File: src/rtl/mds_pkg.sv
// Shared types and constants for the diverse-selection block.
`default_nettype none
package mds_pkg;

  localparam int ELEM_W = 16;   // Q1.14 element / relevance
  localparam int SIM_W  = 40;   // saturated similarity
  localparam int LAM_W  = 17;   // Q0.16 weight, 65536 = 1.0
  localparam int PAD_W  = 4;    // APB address width
  localparam int IDX_W  = 10;   // pick_index field
  localparam int RANK_W = 6;    // pick_rank field

  localparam logic [LAM_W-1:0] LAM_ONE = 17'd65536;

  localparam logic [8:0]       VDIM_RST   = 9'd256;
  localparam logic [6:0]       PICKS_RST  = 7'd10;
  localparam logic [LAM_W-1:0] LAMBDA_RST = 17'd32768;

  typedef enum logic [1:0] {
    REG_VECTOR_DIM    = 2'd0,
    REG_PICKS_WANTED  = 2'd1,
    REG_LAMBDA_WEIGHT = 2'd2
  } reg_idx_t;

endpackage
`default_nettype wire

File: src/rtl/mds_cell.sv
// One cell of the rotating chain that holds the last picked vector.
`default_nettype none
module mds_cell
  import mds_pkg::*;
(
  input  wire logic                     clk,
  input  wire logic                     en,
  input  wire logic signed [ELEM_W-1:0] d,
  output logic signed      [ELEM_W-1:0] q
);
  always_ff @(posedge clk) begin
    if (en) begin
      q <= d;
    end
  end
endmodule
`default_nettype wire

File: config.mk
export PLATFORM = sky130hd
export DESIGN_NAME = mds_cell
export DESIGN_NICKNAME = d
export VERILOG_FILES = /design/src/rtl/mds_pkg.sv /design/src/rtl/mds_cell.sv
export SDC_FILE = /design/constraint.sdc
export NUM_CORES = 1
export LEC_CHECK = 0
export ABC_AREA = 1
export ABC_CLOCK_PERIOD_IN_PS = 1000
export CAP_MARGIN = 20
export CORE_AREA = 2 2 39 41
export DETAILED_ROUTE_END_ITERATION = 16
export DIE_AREA = 0 0 41 43
export DONT_BUFFER_PORTS = 1
export GPL_ROUTABILITY_DRIVEN = 0
export PLACE_DENSITY = 0.62
export SYNTH_ARGS = -nofsm -noshare
export SYNTH_HDL_FRONTEND = slang
export SYNTH_SLANG_ARGS = --single-unit
File: constraint.sdc
create_clock -name clk -period 1 [get_ports clk]
set_clock_uncertainty 0.15 [all_clocks]
set_input_delay 0.05 -clock clk [delete_from_list [all_inputs] [get_ports clk]]
set_output_delay 0.05 -clock clk [all_outputs]
set_load 0.05 [all_outputs]
==> flow_summary.toml <==
[sta]
period_minus_slack_ns = 1.06
hold-worst-slack_ns = -0.280
hold_viol_final = 16
rsz0062_at_grt = "yes"
fin_ws_ns = -0.0633
setup_violations = 16
period_share_pct = 106
slew_violations = 0
tightest_slew_ns = 0.111
max-slew-margin-rel_pct = 92.6
fmax_mhz = 940

[finish]
nets = 71
drive_above_1_share_pct = 36.5
multi_input_gates = 0
fin_area_um2 = 867
multi_input_area_um2 = 0
area_delta_synth_final_pct = 80.5
layout_common_cells = "dlygate4sd3_1, buf_6, edfxtp_1, clkbuf_4, clkinv_1"
largest_reg_flops = 16
largest-register = "q"
antenna_cells = 0
reg.largest.list = "q: 16 flops"

[floorplanning]
io_pins = 34
coreArea_um2 = 1380
die_area_um2 = 1760
die_w_um = 41
fp-row-count = 14
start_util_pct = 34.7
fp.dieH_um = 43

[clock_tree]
cts.path.max_buffers = 2
cts_buffers = 3
cts_sinks = 16
cts-root-buf = "clkbuf_4"
cts_tree = "built"
htree_levels = 1
ctsHoldBuffers = 16
clkTransAtPathRegs_ns = 0.09
cts_setup_buffers = 0

[route]
wl_um = 950
via_count = 297
wl_per_cell_um = 14.0
via_per_inst = 4.37
dr.pass1.iters = 3
drc = 0
drtIter0Drc = 12
drtAntennaViolNets = 0

[global_route]
grt_pass1_wl_um = 1510
grt_pass1_vias = 367
overflow = 0
grtUsageTotal_pct = 14.2
antenna_found_initial = 0
grt_max_degree = 17

[placed_design]
placement.io_buffers = 0
postPlaceCellArea_um2 = 621

[setup_path]
crit_fanout = 1
startpoint_type = "register"
worstPathArrival_ns = 0.86
slowest_delay_ns = 0.41
worstPathRequired_ns = 0.80
crit_chain = "buf_6"
slowest_stage = "edfxtp_1"
cp_top_family = "flip-flops"
endpoint_kind = "output port"
critPathKind = "reg -> out"
crit_buf_inv = 1

[synthesis]
syn-num-nets = 34
synth_top_area_share_pct = 100
syn_inst = 16
synthTopCellsByArea = "edfxtp_1"
synth_cell_type_count = 1
netlist_area_um2 = 480
seq_area_frac_synth_pct = 100
yosysWarnings = 0
post_synth.cell_area_avg_um2 = 30.0
synth-seq-cells = 16
synth_area_leader_cell = "edfxtp_1"

[power]
p_per_area_nw_per_um2 = 1730
power_leakage_nw = 0.336
ir_worst_vdd_mv = 0.940

[hold_path]
min_path_type = "in -> reg"

[run_status]
status = "finished with violations"
failed_checks = "hold timing, setup timing"

[job]
max_cap_viol_count = 0
## cell type report
| type | instances | area [um2] |
|---|---|---|
| fillers | 115 | 517 |
| well taps | 16 | 20.0 |
| clock buffers | 3 | 22.5 |
| repair buffers | 32 | 340 |
| flip-flops and latches | 16 | 480 |
| clock inverters | 1 | 3.75 |
## cells in the mapped netlist
| master | count |
|---|---|
| edfxtp_1 | 16 |
## power by group
part           internal (mW)  switching (mW)
registers              0.798          0.0230
clock network          0.145           0.190
logic                  0.136           0.209
## what timing repair did
action	CTS	global route
endpoints found under the setup margin	16	16
endpoints found under the hold margin	32	16
gates resized for setup	16	0
## cells by family after synthesis
| group | count (synthesis) | synth area share, % |
|---|---|---|
| flops | 16 | 100 |
## path summary, 6_finish.rpt
| path | start | endpoint | slack, ns | cells past startpoint |
|---|---|---|---|---|
| worst max-delay path | q[2] | q[2] | -0.06 | 1 |
| worst min-delay path | en | q[2] | -0.28 | 0 |
## stage by stage
stage          setup TNS, ns  setup WS, ns  std cells  util, %  power [mW]
2_1_floorplan              0         0.199         16        -        1.01
4_1_cts               -0.745       -0.0751         68     62.7        1.51
3_5_place_dp               0         0.235         48     44.8        1.09
3_3_place_gp               0         0.257         48     44.8        1.09
5_1_grt                -1.31        -0.108         68     62.7        1.57
6_report              -0.613       -0.0633         68     62.7        1.50
## routing by layer
| metal | part of all wire (%) | wire [um] | track usage, % |
|---|---|---|---|
| met1 | 30 | 283 | 9.86 |
| met2 | 60 | 567 | 26.6 |
| met3 | 7.7 | 73 | 5.24 |
| met4 | 2.6 | 25 | 10.0 |
| met5 | 0 | 0 | 0 |
(Power assumes the default switching activity.)
